### config.mk
export PLATFORM = sky130hd
export DESIGN_NAME = prr_ctrl
export DESIGN_NICKNAME = d
export VERILOG_FILES = /design/src/sv/prr_pkg.sv /design/src/sv/prr_ctrl.sv
export SDC_FILE = /design/constraint.sdc
export NUM_CORES = 1
export LEC_CHECK = 0
export ABC_AREA = 1
export BUFFER_PORTS_ARGS = -buffer_cell sky130_fd_sc_hd__buf_4
export CORE_MARGIN = 4
export CORE_UTILIZATION = 45
export CTS_BUF_LIST = sky130_fd_sc_hd__clkbuf_4
export DETAILED_ROUTE_END_ITERATION = 6
export GPL_TIMING_DRIVEN = 0
export PLACE_DENSITY = 0.71
export REMOVE_ABC_BUFFERS = 1
export SLEW_MARGIN = 20
export SYNTH_ARGS = -nofsm -noshare
export SYNTH_HDL_FRONTEND = slang
export SYNTH_SLANG_ARGS = --single-unit
export TNS_END_PERCENT = 20
### constraint.sdc
create_clock -name clk -period 1.8 [get_ports clk]
set_input_delay 0 -clock clk [delete_from_list [all_inputs] [get_ports clk]]
set_output_delay 0 -clock clk [all_outputs]
set_load 0.1 [all_outputs]
### src/sv/prr_pkg.sv
// Shared types, constants and a helper function for the polyphase rational resampler.
// Depends on nothing; every other file of the block but prr_chk uses it.
package prr_pkg;

  localparam int PHASES         = 5;
  localparam int TAPS_PER_PHASE = 257;
  localparam int COEF_DEPTH     = PHASES * TAPS_PER_PHASE;

  localparam int PHASE_W   = (PHASES > 1) ? $clog2(PHASES) : 1;
  localparam int HIST_AW   = (TAPS_PER_PHASE > 1) ? $clog2(TAPS_PER_PHASE) : 1;
  localparam int FILL_W    = $clog2(TAPS_PER_PHASE + 1);
  localparam int COEF_AW   = 11;
  localparam int SAMPLE_W  = 16;
  localparam int COEF_W    = 18;
  localparam int DEC_W     = 8;
  localparam int PROD_W    = SAMPLE_W + COEF_W;
  localparam int ACC_W     = 44;
  localparam int FRAC_BITS = 17;
  localparam int APB_AW    = 3;
  localparam int APB_DW    = 32;

  typedef logic signed [SAMPLE_W-1:0] sample_t;
  typedef logic signed [COEF_W-1:0]   coef_t;
  typedef logic [COEF_AW-1:0]         coef_idx_t;
  typedef logic [DEC_W-1:0]           dec_t;
  typedef logic [PHASE_W-1:0]         phase_t;
  typedef logic [HIST_AW-1:0]         hist_addr_t;
  typedef logic [FILL_W-1:0]          fill_t;
  typedef logic signed [PROD_W-1:0]   prod_t;
  typedef logic signed [ACC_W-1:0]    acc_t;
  typedef logic signed [ACC_W:0]      bias_t;
  typedef logic [APB_AW-1:0]          apb_addr_t;
  typedef logic [APB_DW-1:0]          apb_data_t;

  localparam hist_addr_t HIST_LAST   = hist_addr_t'(TAPS_PER_PHASE - 1);
  localparam fill_t      FILL_FULL   = fill_t'(TAPS_PER_PHASE);
  localparam coef_idx_t  COEF_STRIDE = coef_idx_t'(PHASES);
  localparam int         ROUND_HALF  = 1 << (FRAC_BITS - 1);
  localparam int         SAMPLE_MAX  = 32767;
  localparam int         SAMPLE_MIN  = -32768;

  // Register indexes, taken from paddr[2]
  localparam logic REG_DECIMATION  = 1'b0;
  localparam logic REG_PASSTHROUGH = 1'b1;

  localparam logic CMD_SAMPLE = 1'b0;
  localparam logic CMD_COEF   = 1'b1;

  typedef enum logic [2:0] {
    ST_IDLE,
    ST_EXEC,
    ST_MAC,
    ST_DRAIN,
    ST_ROUND,
    ST_RESULT
  } state_t;

  typedef struct packed {
    logic      command;
    sample_t   sample_in;
    coef_idx_t coef_index;
    coef_t     coef_value;
  } item_t;

  typedef struct packed {
    dec_t decimation;
    logic passthrough;
  } cfg_t;

  typedef struct packed {
    logic capture;
    logic exec;
    logic issue;
    logic round;
    logic load_out;
  } ctrl_cmd_t;

  typedef struct packed {
    logic mac_needed;
    logic pipe_busy;
    logic out_busy;
  } dp_stat_t;

  typedef struct packed {
    dec_t   counter;
    logic   fired;
    phase_t last;
  } phase_res_t;

  // Steps the decimation counter once per interpolation phase and
  // reports the last phase that fired.
  function automatic phase_res_t phase_step(dec_t cnt, dec_t dec);
    phase_res_t r;
    dec_t       c;
    c       = cnt;
    r.fired = 1'b0;
    r.last  = '0;
    for (int p = 0; p < PHASES; p++) begin
      c = c + dec_t'(1);
      if (c == dec) begin
        c       = '0;
        r.fired = 1'b1;
        r.last  = phase_t'(p);
      end
    end
    r.counter = c;
    return r;
  endfunction

endpackage

### src/sv/prr_ctrl.sv
// Sequencing state machine: accepts an item, runs the tap loop and releases the result.
// Depends on prr_pkg.
module prr_ctrl (
  input  logic                clk,
  input  logic                rst_n,
  input  logic                in_valid,
  output logic                in_ready,
  input  prr_pkg::dp_stat_t   stat,
  output prr_pkg::ctrl_cmd_t  cmd
);
  import prr_pkg::*;

  state_t     state_r, state_nxt;
  hist_addr_t tap_r, tap_nxt;

  always_ff @(posedge clk) begin
    if (!rst_n) begin
      state_r <= ST_IDLE;
      tap_r   <= '0;
    end else begin
      state_r <= state_nxt;
      tap_r   <= tap_nxt;
    end
  end

  always_comb begin
    state_nxt = state_r;
    tap_nxt   = tap_r;
    in_ready  = 1'b0;
    cmd       = '0;
    case (state_r)
      ST_IDLE: begin
        in_ready = 1'b1;
        if (in_valid) begin
          cmd.capture = 1'b1;
          state_nxt   = ST_EXEC;
        end
      end
      ST_EXEC: begin
        cmd.exec  = 1'b1;
        tap_nxt   = '0;
        state_nxt = stat.mac_needed ? ST_MAC : ST_RESULT;
      end
      ST_MAC: begin
        cmd.issue = 1'b1;
        if (tap_r == HIST_LAST) begin
          state_nxt = ST_DRAIN;
        end else begin
          tap_nxt = tap_r + hist_addr_t'(1);
        end
      end
      ST_DRAIN: begin
        if (!stat.pipe_busy) begin
          state_nxt = ST_ROUND;
        end
      end
      ST_ROUND: begin
        cmd.round = 1'b1;
        state_nxt = ST_RESULT;
      end
      ST_RESULT: begin
        if (!stat.out_busy) begin
          cmd.load_out = 1'b1;
          state_nxt    = ST_IDLE;
        end
      end
      default: begin
        state_nxt = ST_IDLE;
      end
    endcase
  end

endmodule

## After elaboration in Yosys (flattened, before gate mapping)

Index checks and enable logic that the tools add are counted.

| storage, ports and cells | value |
|---|---|
| logic and storage cells | 34 |
| bits in registers | 12 |
| input bits | 6 |
| output and inout port bits | 6 |

| cells by class | value |
|---|---|
| muxes and demuxes | 16 |
| equality and inequality tests | 11 |
| $add $sub $neg | 1 |
| reduce and logical (&&, ||, !) cells | 4 |

Operators by type and width:

| operator | number |
|---|---|
| case mux 3 bit (6 select lines) | 1 |
| case mux 9 bit (2 select lines) | 1 |
| two-way mux 3 bit | 5 |
| inequality test 2 bit (second input constant) | 5 |
| adder 9 x 1 -> 9 bit (second input constant) | 1 |
| == test 9 bit (second input constant) | 1 |
| two-way mux 9 bit | 1 |
| two-way mux 1 bit | 8 |
| == test 3 x 2 -> 1 bit (second input constant) | 2 |
| == test 3 bit (second input constant) | 2 |
| AND reduction 4 bit | 1 |
| == test 3 x 1 -> 1 bit (second input constant) | 1 |
| logical NOT 3 bit | 1 |
| AND reduction 2 bit | 1 |
| nonzero test 2 bit | 1 |

## Logic depth before layout (Yosys ltp)

Gate-level depths: netlist of the first run.

| logic depth | value |
|---|---|
| depth in word-level cells | 3 |
| mapped depth | 11 |
| depth with buffers taken out | 11 |

## Worst setup path after synthesis of the first run

OpenSTA, ideal clock, no wires.

| path | value |
|---|---|
| path type | register -> output |
| start point | reg state_r[2] |
| end point | out cmd[4] in the netlist's numbering |
| arrival | 3.376 ns |
| data required time | 1.800 ns |
| setup slack | -1.576 ns |
| stages on the path, launching flop included | 3 |
| path buffers | 1 |
| cells stage by stage | dfxtp_1 buf_4 nor4_1 |

RTL lines:

| element | RTL line | source |
|---|---|---|
| start: declaration | prr_ctrl.sv:13 | `state_t state_r, state_nxt;` |
| start signal: assignment | prr_ctrl.sv:21 | `state_r <= state_nxt;` |
| end: declaration | prr_ctrl.sv:9 | `output prr_pkg::ctrl_cmd_t cmd` |

==> results by group, run 1 <==
Cells and area
  – Layout fillers: about 180
  – Multi-input logic area: 450 um^2
  – Final net count: ~150
  – Flip-flop and latch area: ~240 um^2
  – Most frequent cells in the layout: nand2_1 (29), inv_1 (23), nor2_1 (15)
  – Layout cell share with drive strength beyond 1: 17.5%
  – Antenna Cells: 0
  – Area Growth Syn to Fin: 16.4%
  – Post-route cell area: 935 um^2
  – Most common cell after layout, fill and taps aside: nand2_1
  – Final Util: 54.7%

Synthesis
  – Seq/Total Area, Yosys: 29.9%
  – Adder-cell share of the synthesized area: about 3.1%
  – Gate Count Post-Synth: between 100 and 150
  – Complex-gate fraction of the synthesized area: 10.3%
  – Syn_area_per_cell: roughly 6.2 um^2
  – Synthesis-stage register bit count: 12
  – Mapped Area: between 800 and 900 um^2
  – Mux cell area share after synthesis: 0%
  – Yosys warning count: 0
  – Largest family of logic cells by synthesized area: simple AND/OR/NAND/NOR gates
  – Distinct cells, synth: 21
  – Post-Synth Simple-Gate Area: 41.6%
  – Synth Area in XOR/XNOR: 1.09%

Floorplanning
  – Row count: 15
  – Die H: 50.3 um
  – Core area: 1710 um^2
  – # IOs: 12
  – Die ar.: around 2500 um^2
  – Die W: 50.3 um
  – Starting Density: 47.0%

Timing
  – Fmax: 0.609 GHz
  – Tcrit/Tclk final: 91.2%
  – Max_slew headroom: between 70% and 80%
  – Tmin final: between 1.5 and 2 ns
  – Final hold vios: 0
  – RSZ-0062 raised after global routing: false
  – Slew @ Worst Pin: approximately 0.37 ns
  – Fin. max-slew vios: 0
  – Final hold slack: 0.0977 ns
  – Final Setup Violations: 0
  – Final Skew: between 0.002 and 0.0025 ns

Worst setup path
  – Reg2reg end: tap_r[8]
  – FF-to-FF setup slack: 0.22 ns
  – RR Startpoint: state_r[1]
  – Crit-path most repeated cell: inv_1
  – Crit Path Category: reg2out
  – Crit path max fanout: 10
  – Worst setup EP type: output port
  – Critical Path RT: approximately 1.8 ns
  – Slowest stage delay, CP: 0.48 ns
  – Register-to-Register Path Depth: 8
  – Crit path cell chain: inv_1 -> nor2_1 -> nand2_2 -> inv_1 -> buf_4
  – Crit-path slowest cell: dfxtp_1
  – CP Launch Type: flip-flop
  – Crit path DAT: 1.64 ns

Clocking
  – Htree depth: 1
  – CTS clk-pin slew, worst paths: 0.07 ns
  – Post-CTS setup buffers: 0
  – CTS Buf Count: 3
  – CTS tree: done
  – Hold_buf cts: 1
  – CTS sink cnt: 12
  – Cells resized by post-CTS repair: 0
  – Clk_lat worst skew: 0.27 ns
  – Root buf cell: clkbuf_4
  – Clock buffer depth: 2

Detailed routing
  – Post-DRT Antenna Nets: 0
  – DR vias: slightly above 800
  – DRC viols: 0
  – Per-cell routed wire length: about 10 um
  – Total Wirelength: 1690 um
  – Vias per cell: 4.83
  – Iteration-0 DRC Markers: 9
  – DRT Pass-1 Iters: 4

Min path
  – Hold EP: state_r[2]
  – HP Start: stat[0]
  – Hold Path Class: in2reg
  – Worst hold stages: 3

Global route
  – Initial antenna violation count: 0
  – Vias in the first global route: 793
  – Wire length of the first global-routing pass: 3230 um
  – GRT Util Overall: 16.4%
  – Total gr overflow: 0
  – Largest net degree at the start of global routing: 13

Power
  – Max VDD drop: 1460 uV
  – Pwr Density: 1630 nW/um^2
  – Leak: 0.447 nW

Place
  – DPL Wire Length: around 1300 um
  – Port Buffer Count: 11
  – Gp weighted congestion: 0.827
  – Area of placed instances: 898 um^2

Job
  – Total of max-cap violations: 0

Outcome
  – Status: finished, final reports clean
worst max path at each step:
stage,start,endpoint,slack (ns),depth (start not counted)
final,state_r[0],cmd[3],0.16,5
after global routing,state_r[0],cmd[3],0.01,5
after CTS,state_r[0],cmd[3],0.15,5
after detailed placement,state_r[1],tap_r[8],0.24,8
after global placement,state_r[1],tap_r[8],0.26,8
after floorplan,state_r[2],cmd[0],-1.58,2
kinds of logic after synthesis:
group,count (synthesis)
AND/OR/NAND/NOR,72
adder cells (fa/ha/maj),2
AO/OA/AOI/OAI,15
XOR/XNOR,1
buffers and inverters,27
flip-flops,12
cell usage after synthesis (all sizes together):
cell,instances,area (um^2)
nand2,33,134
inv,25,93.8
nor2,16,62.6
nand3,15,80.1
dfxtp,12,240
a21oi,9,48.8
o21ai,6,33.8
nand4,3,18.8
nor3,3,26.3
buf,2,18.8
ha,2,25.0
nor4,2,12.5
xor2,1,8.76
worst max-delay path: cells and delay by family, from the launching register on:
| kind | cells | cell delay [ns] |
|---|---|---|
| AND/OR/NAND/NOR | 2 | 0.37 |
| buffers and inverters | 3 | 0.52 |
| flip-flops | 1 | 0.48 |
registers in the layout (all words and copies together), names as in the netlist:
signal   count
state_r      3
tap_r        9
through the flow:
stage / total power [mW] / std cells / setup TNS (ns) / worst slack, ns
after global placement: 1.36 / 163 / 0 / 0.255
after CTS: 1.54 / 168 / 0 / 0.150
after detailed placement: 1.36 / 163 / 0 / 0.245
after floorplan: 0.955 / 127 / -10.14 / -1.58
after global routing: 1.63 / 168 / 0 / 0.0107
final: 1.53 / 168 / 0 / 0.158
report_power, final:
| part | leakage, nW | switching, mW | internal [mW] |
|---|---|---|---|
| Clock | 0.0154 | 0.0889 | 0.0803 |
| Sequential | 0.0974 | 0.0733 | 0.306 |
| Combinational | 0.334 | 0.766 | 0.213 |
routing by layer:
metal | vias to the layer above | track usage, % | routed length [um]
li1 | 436 | - | -
met1 | 358 | 20.7 | 820
met2 | 14 | 25.9 | 793
met3 | 4 | 5.34 | 61
met4 | 0 | 5.53 | 18
met5 | - | 0 | 0
cell type report:
class	instances	area share, %
multi-input cells	90	48.2
inverters	25	10.0
repair buffers	12	9.91
clock inverters	1	0.402
flip-flops and latches	12	25.7
clock buffers	3	2.41
well taps	25	3.35
No activity file was read; power rests on OpenSTA's default activity.
==> run 2, diff against run 1 <==
--- a/config.mk
+++ b/config.mk
@@ -7,7 +7,7 @@
 export LEC_CHECK = 0
 export ABC_AREA = 1
 export BUFFER_PORTS_ARGS = -buffer_cell sky130_fd_sc_hd__buf_4
-export CORE_MARGIN = 4
+export CORE_MARGIN = 5
 export CORE_UTILIZATION = 45
 export CTS_BUF_LIST = sky130_fd_sc_hd__clkbuf_4
 export DETAILED_ROUTE_END_ITERATION = 6
==> results by group, run 2 (synthesis gave the netlist of run 1 again) <==
Detailed routing
  – Total Wirelength: 1700 um (was 1690 um)
  – DRC viols: 0 (unchanged)
  – Per-cell routed wire length: 10.1 um (about the same)
  – Iteration-0 DRC Markers: 11 (was 9)
  – DRT Pass-1 Iters: 4 (unchanged)
  – DR vias: 807 (was 812)
  – Post-DRT Antenna Nets: 0 (unchanged)
  – Vias per cell: 4.80 (was 4.83)

Cells and area
  – Layout fillers: 185 (was 177)
  – Max reg flops: 9 (unchanged)
  – Area Growth Syn to Fin: 16.5% (was 16.4%)
  – Most common cell after layout, fill and taps aside: nand2_1 (unchanged)
  – Flip-flop and latch area: 241 um^2 (was 240 um^2)
  – Largest regs: tap_r x9, state_r x3 (unchanged)
  – Antenna Cells: 0 (unchanged)
  – Final Util: 54.8% (was 54.7%)
  – Most frequent cells in the layout: nand2_1 (29), inv_1 (23), nor2_1 (15) (unchanged)
  – Multi-input logic area: 450 um^2 (unchanged)
  – Final net count: 152 (unchanged)
  – Layout cell share with drive strength beyond 1: 18.2% (was 17.5%)
  – Post-route cell area: 936 um^2 (was 935 um^2)
  – Largest register by flop count: tap_r (unchanged)

Global route
  – Wire length of the first global-routing pass: 3270 um (was 3230 um)
  – GRT Util Overall: 15.5% (was 16.4%)
  – Total gr overflow: 0 (unchanged)
  – Vias in the first global route: 757 (was 793)
  – Initial antenna violation count: 0 (unchanged)
  – Largest net degree at the start of global routing: 13 (unchanged)

Place
  – DPL Wire Length: 1290 um (about the same)
  – Port Buffer Count: 11 (unchanged)
  – Area of placed instances: 898 um^2 (unchanged)
  – Gp weighted congestion: 0.826 (was 0.827)

Timing
  – Final Skew: 0.00469 ns (was 0.00211 ns)
  – Fin. max-slew vios: 0 (unchanged)
  – Max_slew headroom: 76.1% (was 75.3%)
  – Setup tns final: 0 ns (unchanged)
  – Final hold slack: 0.0949 ns (was 0.0977 ns)
  – Final hold vios: 0 (unchanged)
  – RSZ-0062 raised after global routing: false (unchanged)
  – Slew @ Worst Pin: 0.357 ns (was 0.370 ns)
  – Tmin final: 1.55 ns (was 1.64 ns)
  – Tcrit/Tclk final: 86.0% (was 91.2%)
  – Fmax: 0.646 GHz (was 0.609 GHz)
  – Final Setup Violations: 0 (unchanged)

Clocking
  – CTS sink cnt: 12 (unchanged)
  – Clk_lat worst skew: 0.27 ns (about the same)
  – CTS tree: done (unchanged)
  – CTS clk-pin slew, worst paths: 0.07 ns (about the same)
  – CTS Buf Count: 3 (unchanged)
  – Clock buffer depth: 2 (unchanged)
  – Post-CTS setup buffers: 0 (unchanged)
  – Htree depth: 1 (unchanged)
  – Root buf cell: clkbuf_4 (unchanged)

Worst setup path
  – Crit-path slowest cell: dfxtp_1 (unchanged)
  – Worst setup EP type: flip-flop (was output port)
  – Crit path from: state_r[1] (was state_r[0])
  – CP Launch Type: flip-flop (unchanged)
  – RR Startpoint: state_r[1] (unchanged)
  – Crit Path Category: reg2reg (was reg2out)
  – Register-to-Register Path Depth: 8 (unchanged)
  – Crit path cell chain: inv_2 -> nor3_4 -> nand2_2 -> inv_1 -> nand2_1 -> nand2_1 -> inv_1 -> nor2_1 (was inv_1 -> nor2_1 -> nand2_2 -> inv_1 -> buf_4)
  – Crit path max fanout: 12 (was 10)
  – Critical Path RT: 2.01 ns (was 1.80 ns)
  – Crit path DAT: 1.76 ns (was 1.64 ns)
  – Slowest stage delay, CP: 0.46 ns (was 0.48 ns)

Min path
  – Worst hold stages: 3 (unchanged)
  – HP Start: stat[0] (unchanged)
  – Hold Path Class: in2reg (unchanged)

Floorplanning
  – Die H: 52.3 um (was 50.3 um)
  – Row count: 15 (unchanged)
  – # IOs: 12 (unchanged)
  – Starting Density: 47.0% (unchanged)
  – Die ar.: 2730 um^2 (was 2530 um^2)
  – Core area: 1710 um^2 (unchanged)
  – Die W: 52.3 um (was 50.3 um)

Job
  – Total of max-cap violations: 0 (unchanged)

Power
  – Max VDD drop: 1380 uV (was 1460 uV)
  – Leak: 0.447 nW (about the same)
  – Pwr Density: 1640 nW/um^2 (was 1630 nW/um^2)
  – Final Power: 1.53 mW (about the same)

Outcome
  – Status: finished, final reports clean (unchanged)
run 2: cell types whose count changed in the layout (fill, tap and decap cells not counted):
cell / before / now
dfxtp_1: 12 / 11
dfxtp_2: 0 / 1
run 2: area by class of cell:
| class | count | area share (%) |
|---|---|---|
| multi-input combinational | 90 | 48.1 |
| sequential | 12 | 25.8 |
| inverter | 25 | 10.0 |
| timing repair buffer | 12 | 9.89 |
| tap | 25 | 3.34 |
| clock buffer | 3 | 2.41 |
| clock inverter | 1 | 0.401 |
run 2: worst paths after layout:
path	end	slack [ns]
worst min-delay path	state_r[2]	0.09
worst min register to register	tap_r[0]	0.47
worst max-delay path	tap_r[8]	0.25
worst max register to register	tap_r[8]	0.25
run 2: repair_timing:
item | CTS | global route
hold buffers | 1 | 0
gates resized for setup | 0 | 1
endpoints found under the hold margin | 2 | 0
endpoints found under the setup margin | 0 | 1
run 2: critical path, delay by kind of cell (launching register included):
| family | cells | cell delay, ns |
|---|---|---|
| simple gates | 5 | 0.74 |
| flops | 1 | 0.46 |
| buf+inv | 3 | 0.28 |
run 2: through the flow:
step | cells | setup WS [ns]
floorplan | 127 | -1.58
global placement | 163 | 0.283
detailed placement | 163 | 0.246
CTS | 168 | 0.153
global route | 168 | 0.0735
finish | 168 | 0.252
run 2: where the power goes:
part	switching (mW)	internal (mW)	total [mW]
clock network	0.0888	0.0803	0.169
logic	0.772	0.214	0.986
registers	0.0709	0.309	0.380
run 2: per-layer routing:
metal / vias to the layer above / share of wire [%] / track usage, %
li1: 435 / - / -
met1: 356 / 51 / 22.0
met2: 16 / 44 / 22.2
met3: 0 / 4.6 / 6.27
met4: 0 / 0 / 2.55
met5: - / 0 / 0
