--- config.mk ---
export PLATFORM = sky130hd
export DESIGN_NAME = prr_cfg
export DESIGN_NICKNAME = d
export VERILOG_FILES = /design/src/sv/prr_pkg.sv /design/src/sv/prr_cfg.sv
export SDC_FILE = /design/constraint.sdc
export NUM_CORES = 1
export LEC_CHECK = 0
export ABC_CLOCK_PERIOD_IN_PS = 1000
export BUFFER_PORTS_ARGS = -buffer_cell sky130_fd_sc_hd__buf_2
export CORE_UTILIZATION = 31
export DETAILED_ROUTE_END_ITERATION = 6
export GPL_TIMING_DRIVEN = 1
export MAX_ROUTING_LAYER = met4
export PLACE_DENSITY = 0.8
export SLEW_MARGIN = 0
export SYNTH_ARGS = -nofsm -noshare
export SYNTH_HDL_FRONTEND = slang
export SYNTH_SLANG_ARGS = --single-unit
--- constraint.sdc ---
create_clock -name clk -period 1 [get_ports clk]
set_input_delay 0.05 -clock clk [delete_from_list [all_inputs] [get_ports clk]]
set_output_delay 0.05 -clock clk [all_outputs]
set_load 0.02 [all_outputs]
--- src/sv/prr_pkg.sv ---
// Shared types, constants and a helper function for the polyphase rational resampler.
// Depends on nothing; every other file of the block but prr_chk uses it.
package prr_pkg;

  localparam int PHASES         = 5;
  localparam int TAPS_PER_PHASE = 257;
  localparam int COEF_DEPTH     = PHASES * TAPS_PER_PHASE;

  localparam int PHASE_W   = (PHASES > 1) ? $clog2(PHASES) : 1;
  localparam int HIST_AW   = (TAPS_PER_PHASE > 1) ? $clog2(TAPS_PER_PHASE) : 1;
  localparam int FILL_W    = $clog2(TAPS_PER_PHASE + 1);
  localparam int COEF_AW   = 11;
  localparam int SAMPLE_W  = 16;
  localparam int COEF_W    = 18;
  localparam int DEC_W     = 8;
  localparam int PROD_W    = SAMPLE_W + COEF_W;
  localparam int ACC_W     = 44;
  localparam int FRAC_BITS = 17;
  localparam int APB_AW    = 3;
  localparam int APB_DW    = 32;

  typedef logic signed [SAMPLE_W-1:0] sample_t;
  typedef logic signed [COEF_W-1:0]   coef_t;
  typedef logic [COEF_AW-1:0]         coef_idx_t;
  typedef logic [DEC_W-1:0]           dec_t;
  typedef logic [PHASE_W-1:0]         phase_t;
  typedef logic [HIST_AW-1:0]         hist_addr_t;
  typedef logic [FILL_W-1:0]          fill_t;
  typedef logic signed [PROD_W-1:0]   prod_t;
  typedef logic signed [ACC_W-1:0]    acc_t;
  typedef logic signed [ACC_W:0]      bias_t;
  typedef logic [APB_AW-1:0]          apb_addr_t;
  typedef logic [APB_DW-1:0]          apb_data_t;

  localparam hist_addr_t HIST_LAST   = hist_addr_t'(TAPS_PER_PHASE - 1);
  localparam fill_t      FILL_FULL   = fill_t'(TAPS_PER_PHASE);
  localparam coef_idx_t  COEF_STRIDE = coef_idx_t'(PHASES);
  localparam int         ROUND_HALF  = 1 << (FRAC_BITS - 1);
  localparam int         SAMPLE_MAX  = 32767;
  localparam int         SAMPLE_MIN  = -32768;

  // Register indexes, taken from paddr[2]
  localparam logic REG_DECIMATION  = 1'b0;
  localparam logic REG_PASSTHROUGH = 1'b1;

  localparam logic CMD_SAMPLE = 1'b0;
  localparam logic CMD_COEF   = 1'b1;

  typedef enum logic [2:0] {
    ST_IDLE,
    ST_EXEC,
    ST_MAC,
    ST_DRAIN,
    ST_ROUND,
    ST_RESULT
  } state_t;

  typedef struct packed {
    logic      command;
    sample_t   sample_in;
    coef_idx_t coef_index;
    coef_t     coef_value;
  } item_t;

  typedef struct packed {
    dec_t decimation;
    logic passthrough;
  } cfg_t;

  typedef struct packed {
    logic capture;
    logic exec;
    logic issue;
    logic round;
    logic load_out;
  } ctrl_cmd_t;

  typedef struct packed {
    logic mac_needed;
    logic pipe_busy;
    logic out_busy;
  } dp_stat_t;

  typedef struct packed {
    dec_t   counter;
    logic   fired;
    phase_t last;
  } phase_res_t;

  // Steps the decimation counter once per interpolation phase and
  // reports the last phase that fired.
  function automatic phase_res_t phase_step(dec_t cnt, dec_t dec);
    phase_res_t r;
    dec_t       c;
    c       = cnt;
    r.fired = 1'b0;
    r.last  = '0;
    for (int p = 0; p < PHASES; p++) begin
      c = c + dec_t'(1);
      if (c == dec) begin
        c       = '0;
        r.fired = 1'b1;
        r.last  = phase_t'(p);
      end
    end
    r.counter = c;
    return r;
  endfunction

endpackage

--- src/sv/prr_cfg.sv ---
// APB-style register block holding the decimation and passthrough settings.
// Depends on prr_pkg.
module prr_cfg (
  input  logic               clk,
  input  logic               rst_n,
  input  logic               psel,
  input  logic               penable,
  input  logic               pwrite,
  input  prr_pkg::apb_addr_t paddr,
  input  prr_pkg::apb_data_t pwdata,
  output prr_pkg::apb_data_t prdata,
  output logic               pready,
  output prr_pkg::cfg_t      cfg
);
  import prr_pkg::*;

  dec_t decimation_r;
  logic passthrough_r;
  logic wr_en;

  assign pready = 1'b1;
  assign wr_en  = psel && penable && pwrite;

  always_ff @(posedge clk) begin
    if (!rst_n) begin
      decimation_r  <= dec_t'(1);
      passthrough_r <= 1'b0;
    end else if (wr_en) begin
      case (paddr[2])
        REG_DECIMATION:  decimation_r  <= pwdata[DEC_W-1:0];
        REG_PASSTHROUGH: passthrough_r <= pwdata[0];
        default: ;
      endcase
    end
  end

  always_comb begin
    case (paddr[2])
      REG_DECIMATION:  prdata = apb_data_t'(decimation_r);
      REG_PASSTHROUGH: prdata = apb_data_t'(passthrough_r);
      default:         prdata = '0;
    endcase
  end

  assign cfg.decimation  = decimation_r;
  assign cfg.passthrough = passthrough_r;

endmodule

# [Word level (Yosys, flattened, before mapping)]
# Cells that the tools add are included.
[op_classes] addsub=0 multipliers=0 div_mod_pow=0 order_cmp=0 n_eq_ne=0 n_shift=0 n_mux=1 n_bitwise=1 n_reduce_logical=4
[ops] operator="$pmux 32 s2" count=1
[ops] operator="$reduce_and 2->1" count=2
[ops] operator="$logic_and 1x1->1" count=2
[ops] operator="$not 1->1" count=1
[word_totals] register_bits=9 latch_bits=0 ramBits=0 rom_bits=0 inputBits=40 output_inout_bits=42 word_cells=8 memories=0

# [Depth between registers and ports, before layout]
# Gate-level depths: netlist (run 1).
[logic_depth] word_depth=3 ltp_mapped=4 ltp_nobuf=2

# [Least setup slack after synthesis (run 1)]
# No wires, ideal clock.
[synth_timing] kind="register -> output" startpoint="register decimation_r[1]" endpoint="output prdata[1]" arrival_time_ps=805 required_ps=950 setup_slack_ps=145 path_stages_with_launch=2 path_buffers=0 path_cell_list="dfxtp_1 > nor2b_1"
[synth_via] elab_chain_cells=1
[synth_lines] element="start, declared" line="prr_cfg.sv:17" text="dec_t decimation_r;"
[synth_lines] element="start signal, assigned" line="prr_cfg.sv:26" text="decimation_r <= dec_t'(1);"
[synth_lines] element="start signal, assigned" line="prr_cfg.sv:30" text="REG_DECIMATION: decimation_r <= pwdata[DEC_W-1:0];"
[synth_lines] element="$pmux 32 s2" line="prr_cfg.sv:38" text="case (paddr[2])"
[synth_lines] element="end, declared" line="prr_cfg.sv:11" text="output prr_pkg::apb_data_t prdata,"
# Every way passes these cells. The select of a mux whose other input is x is not followed.

# [Worst setup path in the final report (run 1)]
[layout_timing] startpoint="register decimation_r[0]" endpoint="output prdata[0]"
# Same word-level chain as after synthesis.

==> impl_metrics.toml, run 1 <==
[critical_path]
crit_path_top_delay_cell = "dfxtp_2"
endpoint_kind = "primary output"
start_kind = "register"
r2r_start = "decimation_r[0]"
cp.arrival_ns = 0.97
worst_path_largest_cell_delay_ns = 0.32
crit_type = "reg -> out"
r2r_cells = 3
required_ns = 0.95
crit_path_max_fanout = 2
r2r-end = "decimation_r[0]"
cp_cell_sequence = "mux2_4 -> buf_6"
r2r_slack_ns = 0.26

[clock_network]
cts-root-buf = "clkbuf_4"
clk-insertion-delay-late_ns = 0.26
holdBufCountCts = 0
cts_sinks = 9
htree_levels = 1
clkSlewWorstSetupHoldPaths_ns = 0.06
cts_tree = "built"
cts_buffers = 3
cts_buffer_depth = 2

[pwr]
cellLeakagePower_uw = 0.000420
powerDensity_nw_per_um2 = 1080
ir_worst_vdd_uv = 553

[sta]
final_max_slew_viol_count = 0
rsz0062_at_grt = "yes"
layout_setup_ws_ns = -0.0242
hold_viol_final = 0
min_period_ns = 1.02
max_clock_freq_ghz = 0.976
finClkSkew_ns = 0
setup_viol = 1
finalCritPeriodShare_pct = 102

[place]
io_buffers = 30
dp_worst_setup_slack_ns = 0.125
routabilityCongestion = 0.641
dpl.hpwl_um = 913
dp_cells = 131

[yosys]
ys_seq_area_share_pct = 27.7
netlist_area_sq_um = 649
ys_types = 11
ys_ff_latch = 9
syn_inst = 78
yosys_warnings = 0
avgSynthCellArea_sq_um = 8.33

[floorplanning]
pin_count = 82
die_h_um = 47.8
core-area_sq_um = 1960
die-area_sq_um = 2280
rows = 16
initial_utilization_pct = 33.1
die_w_um = 47.8

[min_path]
hp-class = "in -> reg"
hold_depth = 3
whs_endpoint = "decimation_r[7]"
hold_start = "pwdata[7]"

[global_routing]
met2_usage_pct = 15.4
grt_pass1_vias = 369
grt_pass1_wl_mm = 1.43
overflow = 0
antenna_found_initial = 0
grt_max_degree = 19
grt_usage_pct = 10.1
gr-usage-met3_pct = 4.53
grt_busiest_layer = "met2"
met1_usage_pct = 9.77

[finish]
area_delta_synth_final_pct = 22.2
drive_gt1_share_pct = 38.5
final_common_cell = "conb_1"
diodes = 0
layout_common_cells = "conb_1, buf_2, nand2_1"
final.fill_count = 227
final_cells = 136
fin_nets = 150

[routing]
wl_per_cell_um = 8.15
drt-initial-drc-count = 7
vias = 518
firstDrtPassIters = 3
drc = 0
wl_mm = 1.11
ant_nets = 0
viasPerCell = 3.81

[status]
status = "finished with violations"
violations = "negative setup slack"

[job]
max_cap_viol_count = 0
-- flip-flops by register name, indices dropped and copies added, names as in the netlist --
signal         count
passthrough_r      1
decimation_r       8
-- synth_stat cells --
| cell | n | share of area (%) |
|---|---|---|
| buf_4 | 26 | 30 |
| conb_1 | 2 | 1.2 |
| buf_2 | 2 | 1.5 |
| mux2_2 | 1 | 1.7 |
| nand2_1 | 16 | 9.2 |
| nor2b_1 | 9 | 8.7 |
| nand4_1 | 1 | 0.96 |
| and4b_1 | 1 | 1.5 |
| buf_6 | 2 | 3.5 |
| mux2i_1 | 9 | 14 |
| dfxtp_1 | 9 | 28 |
-- critical path, delay by kind of cell (launching register included) --
family   cells  cell delay, ns
buf+inv      1            0.13
flops        1            0.32
mux          1            0.27
-- worst max-delay path by stage --
| stage | depth (start not counted) | startpoint | end | slack (ns) |
|---|---|---|---|---|
| 2_1_floorplan | 1 | decimation_r[1] | prdata[1] | 0.14 |
| 3_3_place_gp | 4 | paddr[2] | decimation_r[2] | 0.17 |
| 3_5_place_dp | 4 | paddr[2] | decimation_r[0] | 0.12 |
| 4_1_cts | 2 | decimation_r[0] | prdata[0] | -0.04 |
| 5_1_grt | 2 | decimation_r[0] | prdata[0] | -0.06 |
| 6_report | 2 | decimation_r[0] | prdata[0] | -0.02 |
-- per-stage QoR --
| step | setup TNS (ns) | total power [uW] | area (sq um) | hold slack [ns] | utilization, % |
|---|---|---|---|---|---|
| after floorplan | 0 | 604 | 736 | 0.189 | - |
| after global placement | 0 | 573 | 727 | 0.299 | 37.1 |
| after detailed placement | 0 | 576 | 727 | 0.302 | 37.1 |
| after CTS | -0.0387 | 871 | 773 | 0.0195 | 39.4 |
| after global routing | -0.129 | 914 | 793 | 0.0199 | 40.4 |
| final | -0.0242 | 854 | 793 | 0.0217 | 40.4 |
-- power breakdown --
group | internal, uW | total, uW | switching (uW)
combinational | 62.2 | 206 | 143
clock | 154 | 277 | 123
sequential | 367 | 372 | 5.03
total | 583 | 854 | 271
-- logic make-up after synthesis --
kind of cell  share of synthesized area, %
buf+inv                               35.1
flops                                 27.7
mux                                   15.6
other cells                           1.16
simple gates                          20.4
-- layer usage --
| layer | vias to the layer above | wire length, um |
|---|---|---|
| met5 | - | 0 |
| met4 | 0 | 12 |
| met3 | 2 | 107 |
| met2 | 36 | 531 |
| met1 | 227 | 457 |
| li1 | 253 | - |
-- cell type report --
cell class	instances	area (sq um)	area share, %
Tap cell	27	33.8	4.26
Multi-Input combinational cell	62	332	41.8
Clock buffer	4	26.3	3.31
Sequential cell	9	185	23.3
Timing Repair Buffer	34	216	27.3
-- what timing repair did --
| item | 4_1_cts | 5_1_grt |
|---|---|---|
| gates resized for setup | 5 | 9 |
| hold endpoints to repair | 0 | 0 |
| setup buffers | 1 | 0 |
| endpoints found under the setup margin | 1 | 8 |
Note: power is estimated with default switching activity, not from simulation.
==> run 2: changes to the inputs <==
Settings changed: CORE_UTILIZATION 31 to 32, CTS_BUF_LIST set to sky130_fd_sc_hd__clkbuf_4, PLACE_DENSITY 0.8 to 0.82, REMOVE_ABC_BUFFERS set to 1, SETUP_SLACK_MARGIN set to 0.05.
==> impl_metrics.toml, run 2 (same netlist as run 1, synthesis figures left out) <==
[finish]
diodes = 0
final_cells = 135
top_regs = "decimation_r x8, passthrough_r x1"
fin_nets = 151
final_common_cell = "conb_1"
layout_common_cells = "conb_1, buf_2, nand2_1"
regMostFlops = "decimation_r"
area_delta_synth_final_pct = 30.6
final_util_pct = 46.6
drive_gt1_share_pct = 49.1
largest_register_ffs = 8

[clock_network]
cts_buffers = 3
cts_buffer_depth = 2
cts_tree = "built"
htree_levels = 1
cts-root-buf = "clkbuf_4"
cts_sinks = 9
clkSlewWorstSetupHoldPaths_ns = 0.06
clk-insertion-delay-late_ns = 0.26

[floorplanning]
core-area_sq_um = 1820
pin_count = 82
rows = 15
initial_utilization_pct = 35.7
die_h_um = 47.0
die_w_um = 47.0
die-area_sq_um = 2210

[critical_path]
crit_path_top_delay_cell = "dfxtp_2"
crit_type = "reg -> out"
crit_path_max_fanout = 2
cp.arrival_ns = 0.97
worst_path_largest_cell_delay_ns = 0.32
endpoint_kind = "primary output"
cp_cell_sequence = "mux2_4 -> buf_6"
required_ns = 0.95
start_kind = "register"

[sta]
final_max_slew_viol_count = 0
setup_viol = 1
hold_slack_ns = 0.0256
hold_viol_final = 0
rsz0062_at_grt = "yes"
layout_setup_ws_ns = -0.0212
finClkSkew_ns = 0
fin_setup_tns_ns = -0.0212
finalCritPeriodShare_pct = 102
min_period_ns = 1.02
max_clock_freq_ghz = 0.979

[routing]
viasPerCell = 3.93
ant_nets = 0
wl_met2_um = 584
wl_met1_um = 483
highest_layer = "met3"
vias = 531
met3_length_um = 92
drc = 0
drt-initial-drc-count = 5
wl_per_cell_um = 8.60
firstDrtPassIters = 2
wl_mm = 1.16

[place]
dp_cells = 128
dpl.hpwl_um = 897
io_buffers = 30
routabilityCongestion = 0.627

[status]
status = "finished with violations"
violations = "negative setup slack"

[global_routing]
grt_usage_pct = 10.4
grt_max_degree = 19
overflow = 0
grt_pass1_wl_mm = 1.50
grt_pass1_vias = 371
antenna_found_initial = 0

[pwr]
cellLeakagePower_uw = 0.000434
powerDensity_nw_per_um2 = 1060
ir_worst_vdd_uv = 590

[min_path]
hp-class = "in -> reg"

[job]
max_cap_viol_count = 0
==> run 2: cell types whose count changed in the layout (fill, tap and decap cells not counted), sizes merged <==
cell	previous run	this run
buf	34	35
==> run 2: metal layers <==
layer  vias up  global-route usage, %
met5         -                      -
met1       236                   11.2
met3         0                   3.46
met2        36                   17.8
met4         0                   3.43
li1        259                      -
==> run 2: final timing paths <==
kind                            cells past startpoint         endpoint            start  slack [ns]
worst max-delay path                                2        prdata[0]  decimation_r[0]       -0.02
worst min-delay path                                3  decimation_r[5]        pwdata[5]        0.03
worst max register to register                      3  decimation_r[0]  decimation_r[0]        0.29
worst min register to register                      2  decimation_r[7]  decimation_r[7]        0.46
==> run 2: layout make-up <==
cell class	instances	area [sq um]
fillers	188	972
multi-input cells	62	364
repair buffers	35	231
flip-flops and latches	9	191
well taps	25	31.3
clock buffers	4	30.0
==> run 2: where the power goes <==
| group | leakage (uW) | switching, uW | internal (uW) |
|---|---|---|---|
| Combinational | 0.000340 | 151 | 65.1 |
| Sequential | 0.0000763 | 4.68 | 368 |
| Clock | 0.0000184 | 128 | 181 |
| Total | 0.000434 | 284 | 614 |
==> run 2: worst max-delay path: cells and delay by family, from the launching register on <==
family | cells | cell delay, ns
multiplexers | 1 | 0.27
flip-flops | 1 | 0.32
buffers and inverters | 1 | 0.13
==> run 2: repair_timing <==
item | in CTS | in global routing
setup endpoints to repair | 4 | 8
setup buffers | 2 | 1
hold buffers | 0 | 0
pin swaps | 0 | 0
gates resized for setup | 9 | 18
==> run 2: per-stage QoR <==
step / power, uW / setup WS [ns] / instance area [sq um]
after CTS: 900 / -0.0323 / 781
final: 897 / -0.0212 / 848
after floorplan: 508 / 0.145 / 508
after global routing: 954 / -0.0413 / 848
after global placement: 570 / 0.153 / 717
after detailed placement: 574 / 0.114 / 717
==> run 3: changes to the inputs <==
Settings changed: CORE_MARGIN set to 10.
==> impl_metrics.toml, run 3 (same netlist as run 1, synthesis figures left out) <==
[finish]
final_common_cell = "conb_1"
final_util_pct = 45.4
final.fill_count = 209
fin_nets = 152
layout_common_cells = "conb_1, buf_2, nand2_1"
diodes = 0
area_delta_synth_final_pct = 35.6
largest_register_ffs = 8
fin_area_sq_um = 881
regMostFlops = "decimation_r"
top_regs = "decimation_r x8, passthrough_r x1"
drive_gt1_share_pct = 49.5

[critical_path]
cp.arrival_ns = 0.97
start_kind = "register"
crit_path_max_fanout = 2
worst-path-stages = 2
required_ns = 0.95
worst_path_largest_cell_delay_ns = 0.32
endpoint_kind = "primary output"
r2r_cells = 3
critPathBufInv = 1
cp_top_family = "flip-flops"
cp_cell_sequence = "mux2_4 -> buf_6"
crit_path_top_delay_cell = "dfxtp_2"
crit_type = "reg -> out"

[clock_network]
cts_tree = "built"
clk-insertion-delay-late_ns = 0.26
clkSlewWorstSetupHoldPaths_ns = 0.06
cts_sinks = 9
htree_levels = 1
holdBufCountCts = 0
cts-root-buf = "clkbuf_4"
cts_buffer_depth = 2
cts_buffers = 3

[floorplanning]
pin_count = 82
die_h_um = 65.0
core-area_sq_um = 1940
die-area_sq_um = 4230
initial_utilization_pct = 33.4
die_w_um = 65.0
rows = 16

[min_path]
hold_depth = 3
hp-class = "in -> reg"

[status]
violations = "negative setup slack"
status = "finished with violations"

[pwr]
powerDensity_nw_per_um2 = 1040
power.total_uw = 918
cellLeakagePower_uw = 0.000442
ir_worst_vdd_uv = 464

[routing]
vias = 536
ant_nets = 0
wl_per_cell_um = 12.9
firstDrtPassIters = 2
drc = 0
viasPerCell = 3.88
drt-initial-drc-count = 10
wl_mm = 1.78

[sta]
max_clock_freq_ghz = 0.978
finalCritPeriodShare_pct = 102
min_period_ns = 1.02
fin_setup_tns_ns = -0.0226
rsz0062_at_grt = "yes"
setup_viol = 1
hold_slack_ns = 0.0186
final_max_slew_viol_count = 0
hold_viol_final = 0
layout_setup_ws_ns = -0.0226
finClkSkew_ns = 0

[place]
placed_area_sq_um = 727
dpl.hpwl_mm = 1.41
io_buffers = 30
routabilityCongestion = 0.714

[global_routing]
antenna_found_initial = 0
grt_pass1_vias = 557
grt_max_degree = 19
grt_pass1_wl_mm = 2.64
overflow = 0
grt_usage_pct = 7.95

[job]
max_cap_viol_count = 0
## run 3: cell types whose count changed in the layout (fill, tap and decap cells not counted)
cell / previous run / this run
buf_4: 9 / 7
nor2b_2: 1 / 0
nor2b_4: 4 / 5
buf_6: 3 / 7
buf_2: 22 / 21
## run 3: per-stage QoR
step                instances  worst slack [ns]
CTS                       137           -0.0325
floorplan                  71             0.145
global route              138           -0.0552
finish                    138           -0.0226
global placement          131             0.168
detailed placement        131             0.101
## run 3: routing by layer
| layer | GRT usage (%) | wire (um) | up-vias | share of wire [%] |
|---|---|---|---|---|
| li1 | - | - | 258 | - |
| met3 | 5.33 | 226 | 2 | 13 |
| met2 | 12.2 | 903 | 32 | 51 |
| met4 | 3.21 | 12 | 0 | 0.68 |
| met1 | 7.82 | 633 | 244 | 36 |
| met5 | - | 0 | - | 0 |
## run 3: worst min-delay path, delay by kind of cell
kind / cells / cell delay, ns
buf+inv: 1 / 0.09
simple gates: 1 / 0.04
mux: 1 / 0.05
## run 3: timing repair
action	in CTS	in global routing
gates resized for setup	16	18
hold endpoints to repair	0	0
buffers inserted	2	1
endpoints found under the setup margin	8	9
## run 3: final timing paths
check | startpoint | end | slack [ns]
worst max register to register | decimation_r[0] | decimation_r[0] | 0.29
worst max-delay path | decimation_r[0] | prdata[0] | -0.02
worst min-delay path | pwdata[6] | decimation_r[6] | 0.02
worst min register to register | decimation_r[3] | decimation_r[3] | 0.46
## run 3: area by class of cell
| type | instances | area [sq um] | share of cell area [%] |
|---|---|---|---|
| Clock buffer | 4 | 30.0 | 3.41 |
| Tap cell | 27 | 33.8 | 3.84 |
| Sequential cell | 9 | 191 | 21.7 |
| Multi-Input combinational cell | 62 | 369 | 41.9 |
| Timing Repair Buffer | 36 | 256 | 29.1 |
## run 3: power by group
part           switching, uW  internal, uW  total [uW]
logic                    157          70.1         227
registers               5.33           368         373
clock network            136           181         318
total                    299           619         918
